`src/rtl/core/assert_macros.svh`:
```
// Assertion macros used by the top level of the date-ordered queue
`ifndef ASSERT_MACROS_SVH
`define ASSERT_MACROS_SVH

`ifndef ASSERT_OFF

// Check that a property holds at every clock edge outside reset
`define ASSERT_CLK(lbl, clk, rstn, prop, msg) \
    lbl: assert property (@(posedge clk) disable iff (!rstn) (prop)) else $error(msg);

// Check that a condition never holds at a clock edge outside reset
`define ASSERT_NEVER(lbl, clk, rstn, cond, msg) \
    lbl: assert property (@(posedge clk) disable iff (!rstn) !(cond)) else $error(msg);

`else

`define ASSERT_CLK(lbl, clk, rstn, prop, msg)
`define ASSERT_NEVER(lbl, clk, rstn, cond, msg)

`endif

`endif

```
`src/rtl/core/dopq_pkg.sv`:
```
// Package: field widths, codes and entry type of the date-ordered queue
`default_nettype none

package dopq_pkg;

    localparam int DOPQ_CAPACITY = 16;

    localparam int DAY_W   = 5;
    localparam int MONTH_W = 4;
    localparam int YEAR_W  = 14;
    localparam int TAG_W   = 16;
    localparam int FILL_W  = 5;
    localparam int KEY_W   = YEAR_W + MONTH_W + DAY_W;

    typedef enum logic {
        OP_INSERT = 1'b0,
        OP_REMOVE = 1'b1
    } t_op;

    typedef enum logic [1:0] {
        ST_INSERTED = 2'd0,
        ST_REMOVED  = 2'd1,
        ST_FULL     = 2'd2,
        ST_EMPTY    = 2'd3
    } t_status;

    typedef struct packed {
        logic [DAY_W-1:0]   day;
        logic [MONTH_W-1:0] month;
        logic [YEAR_W-1:0]  year;
        logic [TAG_W-1:0]   tag;
    } t_entry;

    // Sort key: year, then month, then day, as one unsigned number
    function automatic logic [KEY_W-1:0] entry_key(input t_entry e);
        entry_key = {e.year, e.month, e.day};
    endfunction

endpackage

`default_nettype wire

```
`src/rtl/core/dopq_req_if.sv`:
```
// Request channel interface: operation and entry fields with valid/ready
`default_nettype none

interface dopq_req_if;
    import dopq_pkg::*;

    logic               valid;
    logic               ready;
    logic               operation;
    logic [DAY_W-1:0]   arrival_day;
    logic [MONTH_W-1:0] arrival_month;
    logic [YEAR_W-1:0]  arrival_year;
    logic [TAG_W-1:0]   entry_tag;

    modport source (
        output valid, operation, arrival_day, arrival_month, arrival_year, entry_tag,
        input  ready
    );

    modport sink (
        input  valid, operation, arrival_day, arrival_month, arrival_year, entry_tag,
        output ready
    );
endinterface

`default_nettype wire

```
`src/rtl/core/dopq_rsp_if.sv`:
```
// Response channel interface: status, removed entry and fill count with valid/ready
`default_nettype none

interface dopq_rsp_if;
    import dopq_pkg::*;

    logic               valid;
    logic               ready;
    logic [1:0]         status;
    logic [DAY_W-1:0]   out_day;
    logic [MONTH_W-1:0] out_month;
    logic [YEAR_W-1:0]  out_year;
    logic [TAG_W-1:0]   out_tag;
    logic [FILL_W-1:0]  fill_count;

    modport source (
        output valid, status, out_day, out_month, out_year, out_tag, fill_count,
        input  ready
    );

    modport sink (
        input  valid, status, out_day, out_month, out_year, out_tag, fill_count,
        output ready
    );
endinterface

`default_nettype wire

```
`src/rtl/core/date_ordered_priority_queue_top.sv`:
```
// Top level: date-ordered priority queue held in a circular memory with one write and one read port
//
//  channel   | dir | payload                                              | handshake
//  ----------+-----+------------------------------------------------------+------------
//  i_req     | in  | operation, arrival_day/month/year, entry_tag         | valid/ready
//  o_rsp     | out | status, out_day/month/year, out_tag, fill_count      | valid/ready
//
//  Full insert, empty remove or insert into an empty queue go straight from idle to finish.
//  Remove reads the head entry, then finishes. Any other insert walks from the tail, moving
//  every held entry with a later date one slot towards the tail through the one memory write
//  port, then writes the new entry and finishes. Finish waits until the output register is free.
//  One item is worked at a time; i_req.ready is high while no item is in work.
//  A finished result waits in its own register until o_rsp takes it.
//  Reset (synchronous, active low) empties the queue; no clearing pass is needed.
`default_nettype none

`include "assert_macros.svh"

module date_ordered_priority_queue_top #(
    parameter int CAPACITY = dopq_pkg::DOPQ_CAPACITY
) (
    input  wire         i_clk,
    input  wire         i_rst_n,
    dopq_req_if.sink    i_req,
    dopq_rsp_if.source  o_rsp
);
    import dopq_pkg::*;

    localparam int AW = (CAPACITY > 1) ? $clog2(CAPACITY) : 1;
    localparam int CW = $clog2(CAPACITY + 1);

    typedef enum logic [4:0] {
        S_IDLE = 5'b00001,
        S_RMV  = 5'b00010,
        S_CMP  = 5'b00100,
        S_PUT  = 5'b01000,
        S_FIN  = 5'b10000
    } t_state;

    // Logical slot to physical address, the head being logical slot 0
    function automatic logic [AW-1:0] phys(input logic [AW-1:0] head,
                                           input logic [AW-1:0] slot);
        logic [AW:0] sum;
        sum = {1'b0, head} + {1'b0, slot};
        if (sum >= (AW+1)'(CAPACITY)) begin
            sum = sum - (AW+1)'(CAPACITY);
        end
        phys = sum[AW-1:0];
    endfunction

    t_entry mem [CAPACITY];
    t_entry r_rd_data;

    t_state  r_state, n_state;
    logic [CW-1:0] r_count, n_count;
    logic [AW-1:0] r_head, n_head;
    logic [AW-1:0] r_pos, n_pos;
    t_entry  r_new, n_new;
    t_status r_res_status, n_res_status;
    t_entry  r_res_entry, n_res_entry;

    logic          r_out_valid, n_out_valid;
    t_status       r_out_status, n_out_status;
    t_entry        r_out_entry, n_out_entry;
    logic [FILL_W-1:0] r_out_fill, n_out_fill;

    logic          wr_en;
    logic [AW-1:0] wr_addr;
    t_entry        wr_data;
    logic [AW-1:0] rd_addr;

    logic          out_free;
    logic          new_earlier;
    t_entry        req_entry;
    logic [CW+FILL_W-1:0] count_wide;

    assign out_free    = !r_out_valid || o_rsp.ready;
    assign new_earlier = entry_key(r_new) < entry_key(r_rd_data);
    assign count_wide  = {{FILL_W{1'b0}}, r_count};

    assign req_entry.day   = i_req.arrival_day;
    assign req_entry.month = i_req.arrival_month;
    assign req_entry.year  = i_req.arrival_year;
    assign req_entry.tag   = i_req.entry_tag;

    assign i_req.ready = (r_state == S_IDLE);

    always_comb begin
        n_state      = r_state;
        n_count      = r_count;
        n_head       = r_head;
        n_pos        = r_pos;
        n_new        = r_new;
        n_res_status = r_res_status;
        n_res_entry  = r_res_entry;
        n_out_valid  = r_out_valid && !o_rsp.ready;
        n_out_status = r_out_status;
        n_out_entry  = r_out_entry;
        n_out_fill   = r_out_fill;
        wr_en        = 1'b0;
        wr_addr      = r_head;
        wr_data      = r_new;
        rd_addr      = r_head;

        case (r_state)
            S_IDLE: begin
                if (i_req.valid) begin
                    n_new       = req_entry;
                    n_res_entry = '0;
                    n_state     = S_FIN;
                    if (i_req.operation == OP_REMOVE) begin
                        if (r_count == '0) begin
                            n_res_status = ST_EMPTY;
                        end else begin
                            rd_addr = r_head;
                            n_state = S_RMV;
                        end
                    end else if (r_count >= CW'(CAPACITY)) begin
                        n_res_status = ST_FULL;
                    end else if (r_count == '0) begin
                        wr_en        = 1'b1;
                        wr_addr      = r_head;
                        wr_data      = req_entry;
                        n_count      = r_count + 1'b1;
                        n_res_status = ST_INSERTED;
                    end else begin
                        // Walk from the tail towards the head
                        n_pos   = r_count[AW-1:0];
                        rd_addr = phys(r_head, r_count[AW-1:0] - 1'b1);
                        n_state = S_CMP;
                    end
                end
            end
            S_RMV: begin
                n_res_status = ST_REMOVED;
                n_res_entry  = r_rd_data;
                n_head       = (r_head == AW'(CAPACITY - 1)) ? '0 : r_head + 1'b1;
                n_count      = r_count - 1'b1;
                n_state      = S_FIN;
            end
            S_CMP: begin
                wr_en   = 1'b1;
                wr_addr = phys(r_head, r_pos);
                if (new_earlier) begin
                    // Move the later entry one slot towards the tail
                    wr_data = r_rd_data;
                    n_pos   = r_pos - 1'b1;
                    if (r_pos == AW'(1)) begin
                        n_state = S_PUT;
                    end else begin
                        rd_addr = phys(r_head, r_pos - AW'(2));
                    end
                end else begin
                    wr_data      = r_new;
                    n_count      = r_count + 1'b1;
                    n_res_status = ST_INSERTED;
                    n_state      = S_FIN;
                end
            end
            S_PUT: begin
                wr_en        = 1'b1;
                wr_addr      = r_head;
                wr_data      = r_new;
                n_count      = r_count + 1'b1;
                n_res_status = ST_INSERTED;
                n_state      = S_FIN;
            end
            S_FIN: begin
                // Hold the result until the output register is free
                if (out_free) begin
                    n_out_valid  = 1'b1;
                    n_out_status = r_res_status;
                    n_out_entry  = r_res_entry;
                    n_out_fill   = count_wide[FILL_W-1:0];
                    n_state      = S_IDLE;
                end
            end
            default: begin
                n_state = S_IDLE;
            end
        endcase
    end

    // Entry memory: one write and one registered read per cycle; the walk never uses read
    // data from the slot it writes in the same cycle, so no forwarding is needed
    always_ff @(posedge i_clk) begin
        if (wr_en) begin
            mem[wr_addr] <= wr_data;
        end
        r_rd_data <= mem[rd_addr];
    end

    always_ff @(posedge i_clk) begin
        if (!i_rst_n) begin
            r_state     <= S_IDLE;
            r_count     <= '0;
            r_head      <= '0;
            r_out_valid <= 1'b0;
        end else begin
            r_state     <= n_state;
            r_count     <= n_count;
            r_head      <= n_head;
            r_out_valid <= n_out_valid;
        end
    end

    always_ff @(posedge i_clk) begin
        r_pos        <= n_pos;
        r_new        <= n_new;
        r_res_status <= n_res_status;
        r_res_entry  <= n_res_entry;
        r_out_status <= n_out_status;
        r_out_entry  <= n_out_entry;
        r_out_fill   <= n_out_fill;
    end

    assign o_rsp.valid      = r_out_valid;
    assign o_rsp.status     = r_out_status;
    assign o_rsp.out_day    = r_out_entry.day;
    assign o_rsp.out_month  = r_out_entry.month;
    assign o_rsp.out_year   = r_out_entry.year;
    assign o_rsp.out_tag    = r_out_entry.tag;
    assign o_rsp.fill_count = r_out_fill;

    `ASSERT_CLK(a_count_bound, i_clk, i_rst_n, r_count <= CW'(CAPACITY), "entry count above capacity")
    `ASSERT_NEVER(a_walk_pos, i_clk, i_rst_n, r_state == S_CMP && r_pos == '0, "walk at head slot in compare")
    `ASSERT_CLK(a_out_src, i_clk, i_rst_n, $rose(r_out_valid) |-> $past(r_state == S_FIN), "result raised outside finish")

endmodule

`default_nettype wire
```
`src/flat_wrapper.sv`:
```
// flat-port wrapper written by rule: the top's interface ports become plain ports
module date_ordered_priority_queue_top_flat import dopq_pkg::*;
#(
    parameter int CAPACITY = dopq_pkg::DOPQ_CAPACITY
)
  (i_clk, i_rst_n, i_req_valid, i_req_operation, i_req_arrival_day, i_req_arrival_month, i_req_arrival_year, i_req_entry_tag, i_req_ready, o_rsp_valid, o_rsp_status, o_rsp_out_day, o_rsp_out_month, o_rsp_out_year, o_rsp_out_tag, o_rsp_fill_count, o_rsp_ready);
  dopq_req_if i_req_i ();
  dopq_rsp_if o_rsp_i ();
  input  wire i_clk;
  input  wire i_rst_n;
  input wire logic [$bits(i_req_i.valid)-1:0] i_req_valid;
  input wire logic [$bits(i_req_i.operation)-1:0] i_req_operation;
  input wire logic [$bits(i_req_i.arrival_day)-1:0] i_req_arrival_day;
  input wire logic [$bits(i_req_i.arrival_month)-1:0] i_req_arrival_month;
  input wire logic [$bits(i_req_i.arrival_year)-1:0] i_req_arrival_year;
  input wire logic [$bits(i_req_i.entry_tag)-1:0] i_req_entry_tag;
  output wire logic [$bits(i_req_i.ready)-1:0] i_req_ready;
  output wire logic [$bits(o_rsp_i.valid)-1:0] o_rsp_valid;
  output wire logic [$bits(o_rsp_i.status)-1:0] o_rsp_status;
  output wire logic [$bits(o_rsp_i.out_day)-1:0] o_rsp_out_day;
  output wire logic [$bits(o_rsp_i.out_month)-1:0] o_rsp_out_month;
  output wire logic [$bits(o_rsp_i.out_year)-1:0] o_rsp_out_year;
  output wire logic [$bits(o_rsp_i.out_tag)-1:0] o_rsp_out_tag;
  output wire logic [$bits(o_rsp_i.fill_count)-1:0] o_rsp_fill_count;
  input wire logic [$bits(o_rsp_i.ready)-1:0] o_rsp_ready;
  assign i_req_i.valid = i_req_valid;
  assign i_req_i.operation = i_req_operation;
  assign i_req_i.arrival_day = i_req_arrival_day;
  assign i_req_i.arrival_month = i_req_arrival_month;
  assign i_req_i.arrival_year = i_req_arrival_year;
  assign i_req_i.entry_tag = i_req_entry_tag;
  assign i_req_ready = i_req_i.ready;
  assign o_rsp_valid = o_rsp_i.valid;
  assign o_rsp_status = o_rsp_i.status;
  assign o_rsp_out_day = o_rsp_i.out_day;
  assign o_rsp_out_month = o_rsp_i.out_month;
  assign o_rsp_out_year = o_rsp_i.out_year;
  assign o_rsp_out_tag = o_rsp_i.out_tag;
  assign o_rsp_fill_count = o_rsp_i.fill_count;
  assign o_rsp_i.ready = o_rsp_ready;
  date_ordered_priority_queue_top #(.CAPACITY(CAPACITY)) u_core (.i_clk(i_clk), .i_rst_n(i_rst_n), .i_req(i_req_i), .o_rsp(o_rsp_i));
endmodule
```
`config.mk`:
```
export PLATFORM = sky130hd
export DESIGN_NAME = date_ordered_priority_queue_top_flat
export DESIGN_NICKNAME = d
export VERILOG_FILES = /design/src/rtl/core/dopq_pkg.sv /design/src/rtl/core/dopq_req_if.sv /design/src/rtl/core/dopq_rsp_if.sv /design/src/rtl/core/date_ordered_priority_queue_top.sv /design/src/flat_wrapper.sv
export VERILOG_INCLUDE_DIRS = /design/src /design/src/rtl/core
export SDC_FILE = /design/constraint.sdc
export NUM_CORES = 1
export LEC_CHECK = 0
export BUFFER_PORTS_ARGS = -buffer_cell sky130_fd_sc_hd__buf_4
export CORE_ASPECT_RATIO = 2
export CORE_MARGIN = 2
export CORE_UTILIZATION = 65
export DETAILED_ROUTE_END_ITERATION = 7
export GPL_TIMING_DRIVEN = 0
export PLACE_DENSITY_LB_ADDON = 0.08
export SLEW_MARGIN = 20
export SYNTH_ARGS = -nofsm -noshare
export SYNTH_HDL_FRONTEND = slang
export SYNTH_SLANG_ARGS = --single-unit
```
`constraint.sdc`:
```
create_clock -name i_clk -period 12.4 [get_ports i_clk]
set_input_delay 1.86 -clock i_clk [delete_from_list [all_inputs] [get_ports i_clk]]
set_output_delay 1.86 -clock i_clk [all_outputs]
set_load 0.02 [all_outputs]
```
# --- Word-level counts from Yosys, hierarchy flattened ---
# Memories as Yosys holds them, arrays and structs flattened. A register that Yosys moved wholly into a read port is not among the register bits.
# Cells that the tools add are included.
word_totals:
  ramBits: 624
  output_inout_bits: 48
  in_bits: 44
  mem_count: 1
  reg_bits: 145
  word_cells: 130
op_classes:
  add_sub_neg: 12
  magnitude_cmp: 5
  n_reduce_logical: 17
  eq_ne: 18
  n_mux: 57
mem_list:
  columns: ["memory", "depth", "width", "read_ports", "rd_ports_with_merged_regs", "write_ports", "line_no", "text"]
  rows:
  - ["u_core.mem", 16, 39, 1, 1, 1, "date_ordered_priority_queue_top.sv:51", "t_entry mem [CAPACITY];"]
op_table:
  columns: ["cell", "count"]
  rows:
  - ["39-bit 2-to-1 mux", 6]
  - ["39-bit one-hot mux with 2 select lines", 2]
  - ["5-bit 2-to-1 mux", 13]
  - ["4-bit 2-to-1 mux", 16]
  - ["5-bit one-hot mux with 4 select lines", 2]
  - ["23-bit < comparator", 1]
  - ["5-bit >= comparator (second input constant)", 4]
  - ["4-bit by 1-bit subtractor with 4-bit output (second input constant)", 5]
  - ["4-bit one-hot mux with 2 select lines", 2]
  - ["4-bit by 4-bit adder with 5-bit output", 3]
  - ["2-bit 2-to-1 mux", 6]
  - ["6-bit AND reduction", 2]
  - ["2-bit != test (second input constant)", 5]
  - ["1-bit 2-to-1 mux", 8]
  - ["2-bit one-hot mux with 4 select lines", 1]
  - ["2-bit by 1-bit != test with 1-bit output (second input constant)", 3]
  - ["2-bit AND reduction", 3]
  - ["5-bit by 1-bit adder with 5-bit output (second input constant)", 1]
  - ["5-bit by 1-bit == test with 1-bit output (second input constant)", 1]
  - ["5-bit by 2-bit == test with 1-bit output (second input constant)", 1]
  - ["5-bit by 3-bit == test with 1-bit output (second input constant)", 1]
  - ["5-bit by 4-bit == test with 1-bit output (second input constant)", 1]
  - ["5-bit == test (second input constant)", 1]
  - ["5-bit zero test", 1]
  - ["other kinds (17)", 20]

# --- Longest topological paths before layout ---
# Gate-level depths: netlist of the first run.
depth:
  depth_word: 9
  mapped_depth: 16
  mapped_depth_nobuf: 12

# --- Worst setup path before layout of the first run ---
# No wires, ideal clock.
synth_timing:
  path_kind: "input to register"
  startpoint: "in i_req_operation"
  endpoint: "mem u_core.mem[3][0] (netlist name) (enable)"
  setup_slack_ps: 7477
  arrival_ps: 4488
  n_path_buf: 0
  stages: 7
  t_required_ps: 11965
  setup_time_ps: 435
  path_cell_list: "nor2_1 -> nand2_1 -> nor3_1 -> nand2b_1 -> nor2b_1 -> nand2_1 -> nor2_1"
synth_via:
  elab_chain_cells: 5
synth_lines:
  columns: ["item", "line_no", "text"]
  rows:
  - ["start: declaration", "flat_wrapper.sv:12", "input wire logic [$bits(i_req_i.operation)-1:0] i_req_operation;"]
  - ["1-bit 2-to-1 mux", "date_ordered_priority_queue_top.sv:111", "if (i_req.operation == OP_REMOVE) begin"]
  - ["1-bit 2-to-1 mux", "date_ordered_priority_queue_top.sv:107", "if (i_req.valid) begin"]
  - ["1-bit one-hot mux with 2 select lines", "date_ordered_priority_queue_top.sv:105", "case (r_state)"]
  - ["1-bit 2-to-1 mux", "date_ordered_priority_queue_top.sv:187", "if (wr_en) begin"]
  - ["1-bit 2-to-1 mux (implied by the code)", "date_ordered_priority_queue_top.sv:188", "mem[wr_addr] <= wr_data;"]
  - ["end: declaration", "date_ordered_priority_queue_top.sv:51", null]
# Every way passes these cells.

# --- Final worst setup path of the first run ---
layout_timing:
  startpoint: "reg u_core.r_rd_data[33] (netlist name)"
  endpoint: "reg u_core.r_rd_data[0] (netlist name)"
layout_via:
  elab_chain_cells: 3
layout_lines:
  columns: ["item", "line_no", "text"]
  rows:
  - ["23-bit < comparator", "date_ordered_priority_queue_top.sv:78", "assign new_earlier = entry_key(r_new) < entry_key(r_rd_data);"]
  - ["4-bit 2-to-1 mux", "date_ordered_priority_queue_top.sv:144", "if (new_earlier) begin"]
  - ["4-bit one-hot mux with 2 select lines", "date_ordered_priority_queue_top.sv:105", null]
# Every way passes these cells.
# A chain may end at the register's enable or synchronous reset.

==> results.cfg, run 1 <==
[clocking]
postCtsSetupBuffers = 0
ctsHoldBuffers = 0
clock_path_buffers = 3
cts_sinks = 808
insertion_delay_ns = 0.63
cts_resized = 0
clockRootBuffer = clkbuf_16
path_clk_slew_ns = 0.07
cts_max_level = 3
cts_tree = built
cts_made_buffers = 68

[setup_path]
cp.required_ns = 12.95
cp-startpoint = u_core.r_rd_data[33]
arrival_ns = 6.15
worst-setup-path-type = flop to flop
critPathMaxFanout = 10
startpoint_type = flop
slowest_stage = dfxtp_1
r2r_start = u_core.r_rd_data[33]
crit_top_cell = buf_2
worstPathCellList = inv_1 > ha_1 > a21oi_1 > o21ai_0 > a2111oi_1 > o211ai_1 > buf_2 > a211oi_4 > buf_2 > buf_2 > a221oi_1 > o21ai_0 > and4_1
r2r_slack_ns = 6.80
max_stage_delay_ns = 0.73
r2r_end = u_core.r_rd_data[0]
reg2regPathDepth = 13
cp-end-kind = flop

[synth]
synth_compound_area_frac = 0.153
synth_ff_type = edfxtp_1
synth_fa_ha_area_frac = 0.0168
muxShareOfSynthArea = 0.0136
synth_edf_count = 754
synthTopCellsByArea = edfxtp_1 (67%), a211oi_1 (7.7%), dfxtp_1 (3.2%)
synth_top_family_by_area = compound AO/OA/AOI/OAI gates
syn_avg_cell_area_um2 = 14.1
async_flop_share = 0
yosys.area_share.simple = 0.0803
ys_ff_latch = 808
synth_top_area_share = 0.669
yosys_warnings = 0
synth_cell_types = 61
ys_seq_area_frac = 0.701
synth_top_cell_by_area = edfxtp_1
synth_cells = 2409
synth-xor-area-share = 0.00440
synth_area_um2 = 33900
synth_fp_nets = 2496

[drt]
routedWlPerCell_um = 32.9
vias = 23400
viasPerCell = 7.07
drtIter0Drc = 2934
wirelength_mm = 109
drcViolationCount = 1
drtPass1Iterations = 8
antenna_left = 0

[global_routing]
grt_pass1_wl_mm = 153
grt_max_degree = 41
grt_pass1_vias = 23700
grt_usage = 0.410
grt_overflow_total = 0
antenna_found_initial = 7

[final_layout]
fillCellCount = 3224
nets = 2683
multi_input_area_um2 = 9200
area_growth_pct = 13.8
drive_gt1_frac = 0.121
register_area_um2 = 23700

[timing]
final.setup.tns_ns = 0
hold_viol = 0
fmax_mhz = 179
worst_pin_slew_ns = 1.20
rsz0062_at_grt = false
period_needed_ns = 5.60
slew_viol_final = 0
min_period_over_period = 0.452
clock_skew_ns = 0.0309
slew_headroom = 0.201
setup-violations-final = 0

[power_and_ir_drop]
power.total_w = 0.00752
leakage_nw = 13.4
peakVddDrop_uv = 176
powerDensity_nw_per_um2 = 195

[status]
violations = design-rule violations
outcome = complete, but fails checks

[die]
io_pins = 92
row_count = 118
start_util = 0.655
die_x_um = 165
die_y_um = 327
core_um2 = 51700
dieArea_um2 = 54000

[min_path]
whs_path_depth = 0
hold_end = u_core.o_rsp.out_tag[15]
hp-start = u_core.r_res_entry[15]
hold_class = flop to flop

[placement]
gp_congestion = 1.00
hpwl_mm = 79.6
port-buffer-count = 91

[job]
max-cap-violations = 0
[critical path, delay by kind of cell (launching register included)]
| kind | cells | cell delay [ns] |
|---|---|---|
| simple gates | 1 | 0.28 |
| compound gates | 7 | 2.98 |
| fa+ha+maj | 1 | 0.32 |
| flops | 1 | 0.73 |
| buf+inv | 4 | 1.21 |
[area by class of cell]
cell class              count  share of cell area
repair buffers            117              0.0346
clock buffers              85              0.0485
clock inverters            38              0.0131
plain buffers             212              0.0240
multi-input cells        1351               0.239
diodes                      5            0.000325
flip-flops and latches    808               0.616
well taps                 660              0.0214
inverters                  38             0.00370
[routing by layer]
metal	vias up	GRT usage	wire (um)
li1	9963	-	-
met1	11100	0.395	31300
met2	1675	0.691	54100
met3	646	0.0946	10100
met4	2	0.405	13500
met5	-	0	12
[stage by stage]
| stage | worst slack, ns | cells | hold WS [ns] | util | area, um2 |
|---|---|---|---|---|---|
| 2_1_floorplan | 7.48 | 2409 | 0.400 | - | 33900 |
| 5_1_grt | 6.65 | 3309 | 0.417 | 0.745 | 38500 |
| 3_3_place_gp | 5.30 | 3160 | 0.400 | 0.684 | 35400 |
| 3_5_place_dp | 6.54 | 3186 | 0.405 | 0.699 | 36100 |
| 4_1_cts | 7.07 | 3309 | 0.411 | 0.745 | 38500 |
| 6_report | 6.80 | 3314 | 0.411 | 0.746 | 38500 |
[Yosys cell counts, drive strengths merged, types with 3 or more instances]
cell type  count
clkbuf       135
a211oi       350
a21boi         5
nor2          54
or4           14
edfxtp       754
o21a           5
ha            39
nor3          10
o211ai         5
fa             4
and2          23
nand4          5
nand2        223
mux2i         45
a21oi         37
buf           77
dfxtp         54
nand3         58
a22oi         41
a21o           5
o21ai        122
a2111oi        4
o2111a        15
inv           38
xnor2          6
nor2b          5
a221oi       103
nand2b         5
xor2          11
and3         105
or3            3
and4          27
[cells in the final DEF (no fill, tap or decap), types with 6 or more instances in the layout]
master,count
mux2i_1,45
inv_1,37
and4_1,27
a211oi_1,349
xnor2_1,6
o2111a_1,15
nor2_1,38
buf_4,96
nor3_1,8
buf_16,17
a21oi_1,37
clkinv_2,10
a221oi_1,101
clkinv_1,9
dfxtp_1,54
xor2_1,11
or4_1,14
clkbuf_1,141
ha_1,39
and3_1,103
nand3_1,58
clkbuf_8,6
nand2_1,223
buf_12,9
o21ai_0,121
buf_1,13
nor2_4,16
edfxtp_1,754
and2_1,23
bufinv_16,11
a22oi_1,41
buf_2,54
clkbuf_16,70
[cell families (layout without fill, tap and decap cells)]
family	after synthesis	after routing
multiplexers	46	46
adder cells (fa/ha/maj)	43	43
flip-flops	808	808
XOR/XNOR	17	17
AND/OR/NAND/NOR	540	540
AO/OA/AOI/OAI	705	705
buffers and inverters	250	490
other	0	5
[worst max path at each step]
| stage | to | slack [ns] |
|---|---|---|
| floorplan | u_core.mem[3][0] | 7.48 |
| global placement | u_core.mem[13][23] | 5.30 |
| detailed placement | u_core.r_rd_data[0] | 6.54 |
| CTS | u_core.r_rd_data[0] | 7.07 |
| global route | u_core.r_rd_data[30] | 6.65 |
| finish | u_core.r_rd_data[0] | 6.80 |
[power by group]
| group | total, W | switching, W | internal [W] | leakage (nW) |
|---|---|---|---|---|
| clock | 0.00228 | 0.000974 | 0.00131 | 1.15 |
| sequential | 0.00362 | 0.000136 | 0.00348 | 7.30 |
| combinational | 0.00163 | 0.00123 | 0.000393 | 4.92 |
[sequential cells by signal (all words and copies together), names as in the netlist, 4 cells and up]
| name | cells |
|---|---|
| u_core.mem | 624 |
| u_core.r_new | 39 |
| u_core.r_rd_data | 39 |
| u_core.r_res_entry | 39 |
| u_core.o_rsp.out_tag | 16 |
| u_core.o_rsp.out_year | 14 |
| u_core.o_rsp.fill_count | 5 |
| u_core.o_rsp.out_day | 5 |
| u_core.r_count | 5 |
| u_core.r_state | 5 |
| u_core.o_rsp.out_month | 4 |
| u_core.r_head | 4 |
| u_core.r_pos | 4 |
(Power assumes the default switching activity.)
==> run 2, diff against run 1 <==
Settings changed: ABC_AREA from default to 1, CORE_UTILIZATION 65 to 56.
Clock period 12.4 ns to 5 ns, I/O delays scaled along.
==> run 2 against run 1 <==
Compared with the run above:
- the run now ends clean
- cell area is 5.5% higher
- die area is 20% higher
- via count is 5.5% higher
- global-route usage is 9.0 points lower
- worst setup slack worse by 6.2 ns
- clock power is 150% higher
- combinational power grew to 7.1 times the previous value
- critical endpoint is now u_core.mem[12][28]
==> results.cfg, run 2 <==
[status]
outcome = finished clean

[final_layout]
most-common-layout-cells = nand3_1 (755), edfxtp_1 (754), nand2_1 (592)
register_area_um2 = 23700
final_cells = 4284
final_common_cell = nand3_1
largest_reg_flops = 624
diodes = 0
fin_area_um2 = 40700
nets = 3520
area_growth_pct = 15.4
drive_gt1_frac = 0.136
fillCellCount = 4772
multi_input_area_um2 = 8890
max_flop_register = u_core.mem

[power_and_ir_drop]
power.total_w = 0.0268
leakage_nw = 16.6
peakVddDrop_uv = 526
powerDensity_nw_per_um2 = 659

[clocking]
cts_tree = built
cts_max_level = 3
insertion_delay_ns = 0.65
cts_sinks = 808
clockRootBuffer = clkbuf_16
clock_path_buffers = 3
cts_made_buffers = 73
ctsHoldBuffers = 0
cts_resized = 0
path_clk_slew_ns = 0.06
postCtsSetupBuffers = 0

[synth]
async_flop_share = 0
synth_ff_type = edfxtp_1
ys_ff_latch = 808
yosys_warnings = 0
yosysMostFrequentCell = nand3_1
synth_top_area_share = 0.643
ys_seq_area_frac = 0.673
synth_cell_types = 45
synth_top_cell_by_area = edfxtp_1
synthTopCellsByArea = edfxtp_1 (64%), nand3_1 (11%), nand2_1 (6.3%)
syn_avg_cell_area_um2 = 11.0
synth_area_um2 = 35200
synth_fp_nets = 3304
synth_common_cells = nand3_1 (755), edfxtp_1 (754), nand2_1 (592)
synth_edf_count = 754
synth_cells = 3217

[timing]
slew_viol_final = 0
setup-violations-final = 0
clock_skew_ns = 0.0241
min_period_over_period = 0.872
fmax_mhz = 229
period_needed_ns = 4.36
rsz0062_at_grt = false
hold_viol = 0
worst_pin_slew_ns = 1.25
final.setup.tns_ns = 0
slew_headroom = 0.164

[setup_path]
r2r_start = u_core.r_count[0]
arrival_ns = 4.59
reg2regPathDepth = 10
r2r_end = u_core.mem[12][28]
cp.required_ns = 5.23
crit_path_end = u_core.mem[12][28]
worstPathCellList = inv_1 > ha_1 > nand3_1 > nor3_1 > inv_1 > nand2_1 > and3_1 > buf_2 > buf_1 > o221ai_2
startpoint_type = flop
max_stage_delay_ns = 0.75
cp_num_cells = 10
critPathMaxFanout = 16
worst-setup-path-type = flop to flop
cp_top_family = buffers and inverters
cp-end-kind = flop
slowest_stage = nor3_1
cp.buffers_inverters = 4
r2r_slack_ns = 0.64
crit_top_cell = inv_1
cp-startpoint = u_core.r_count[0]

[placement]
gp_congestion = 0.861
port-buffer-count = 91
hpwl_mm = 72.3
placed_cell_area_um2 = 38200
dp_cells = 4150

[die]
dieArea_um2 = 65100
row_count = 130
io_pins = 92
start_util = 0.564
die_x_um = 181
core_um2 = 62500
die_y_um = 359

[drt]
wl_met2_mm = 51.3
top_layer = met4
viasPerCell = 5.76
routedWlPerCell_um = 24.1
vias = 24700
wirelength_mm = 103
met1_length_mm = 37.0
antenna_left = 0
drtIter0Drc = 2839
drtPass1Iterations = 6
route.met3.wl_mm = 8.78
drcViolationCount = 0

[global_routing]
grt_overflow_total = 0
grt_max_degree = 22
grt_pass1_vias = 24000
antenna_found_initial = 0
grt_pass1_wl_mm = 151
grt_usage = 0.320

[min_path]
hold_class = primary input to flop

[job]
max-cap-violations = 0
-- run 2: cell count changes after synthesis, moves of 79 or more --
cell / previous run / this run
nand3_1: 58 / 755
inv_1: 37 / 527
nand2_1: 223 / 592
a211oi_1: 349 / 0
and3_1: 105 / 1
a221oi_1: 101 / 2
clkbuf_1: 133 / 35
o21ai_0: 121 / 25
nand3b_1: 0 / 79
-- run 2: worst min path at each step --
stage | endpoint | from | cells past startpoint | slack, ns
floorplan | u_core.o_rsp.out_day[0] | u_core.r_res_entry[34] | 0 | 0.40
global placement | u_core.o_rsp.out_day[1] | u_core.r_res_entry[35] | 0 | 0.40
detailed placement | u_core.o_rsp.out_day[4] | u_core.r_res_entry[38] | 0 | 0.40
CTS | u_core.r_new[5] | i_req_entry_tag[5] | 1 | 0.26
global route | u_core.r_new[26] | i_req_arrival_year[10] | 1 | 0.29
finish | u_core.r_new[5] | i_req_entry_tag[5] | 1 | 0.29
-- run 2: final cells by class --
| type | instances | area share |
|---|---|---|
| Timing Repair Buffer | 141 | 0.0420 |
| Multi-Input combinational cell | 1691 | 0.219 |
| Sequential cell | 808 | 0.584 |
| Clock inverter | 30 | 0.00665 |
| Clock buffer | 104 | 0.0514 |
| Buffer | 185 | 0.0241 |
| Inverter | 533 | 0.0493 |
| Tap cell | 792 | 0.0244 |
-- run 2: worst reg2reg max path: stages, from the launching register on --
cell and delay (ns):
dfxtp_1 0.34, inv_1 0.20, ha_1 0.22, nand3_1 0.14, nor3_1 0.75, inv_1 0.13, nand2_1 0.12, and3_1 0.35
buf_2 0.54, buf_1 0.63, o221ai_2 0.53
-- run 2: layer usage --
layer,up-vias,global-route usage
met5,-,0
met1,11800,0.384
met2,1323,0.548
met4,0,0.190
met3,292,0.0492
li1,11300,-
-- run 2: where the power goes --
part	leakage (nW)	switching (W)	internal [W]	total, W
combinational	8.13	0.00845	0.00311	0.0116
sequential	7.33	0.000219	0.00938	0.00960
clock	1.15	0.00248	0.00314	0.00562
-- run 2: cells by family (layout without fill, tap and decap cells) --
family | after synthesis | count (layout) | share of synthesized area
compound gates | 105 | 105 | 0.0207
xor+xnor | 14 | 14 | 0.00348
fa+ha+maj | 43 | 43 | 0.0161
buf+inv | 718 | 993 | 0.0846
flops | 808 | 808 | 0.673
simple gates | 1529 | 1529 | 0.202
-- run 2: per-stage QoR --
stage	utilization	worst slack (ns)	hold WS, ns
after global routing	0.651	0.474	0.286
after CTS	0.650	0.492	0.264
after detailed placement	0.612	0.301	0.405
after floorplan	-	0.923	0.400
after global placement	0.591	-2.21	0.401
final	0.651	0.639	0.293
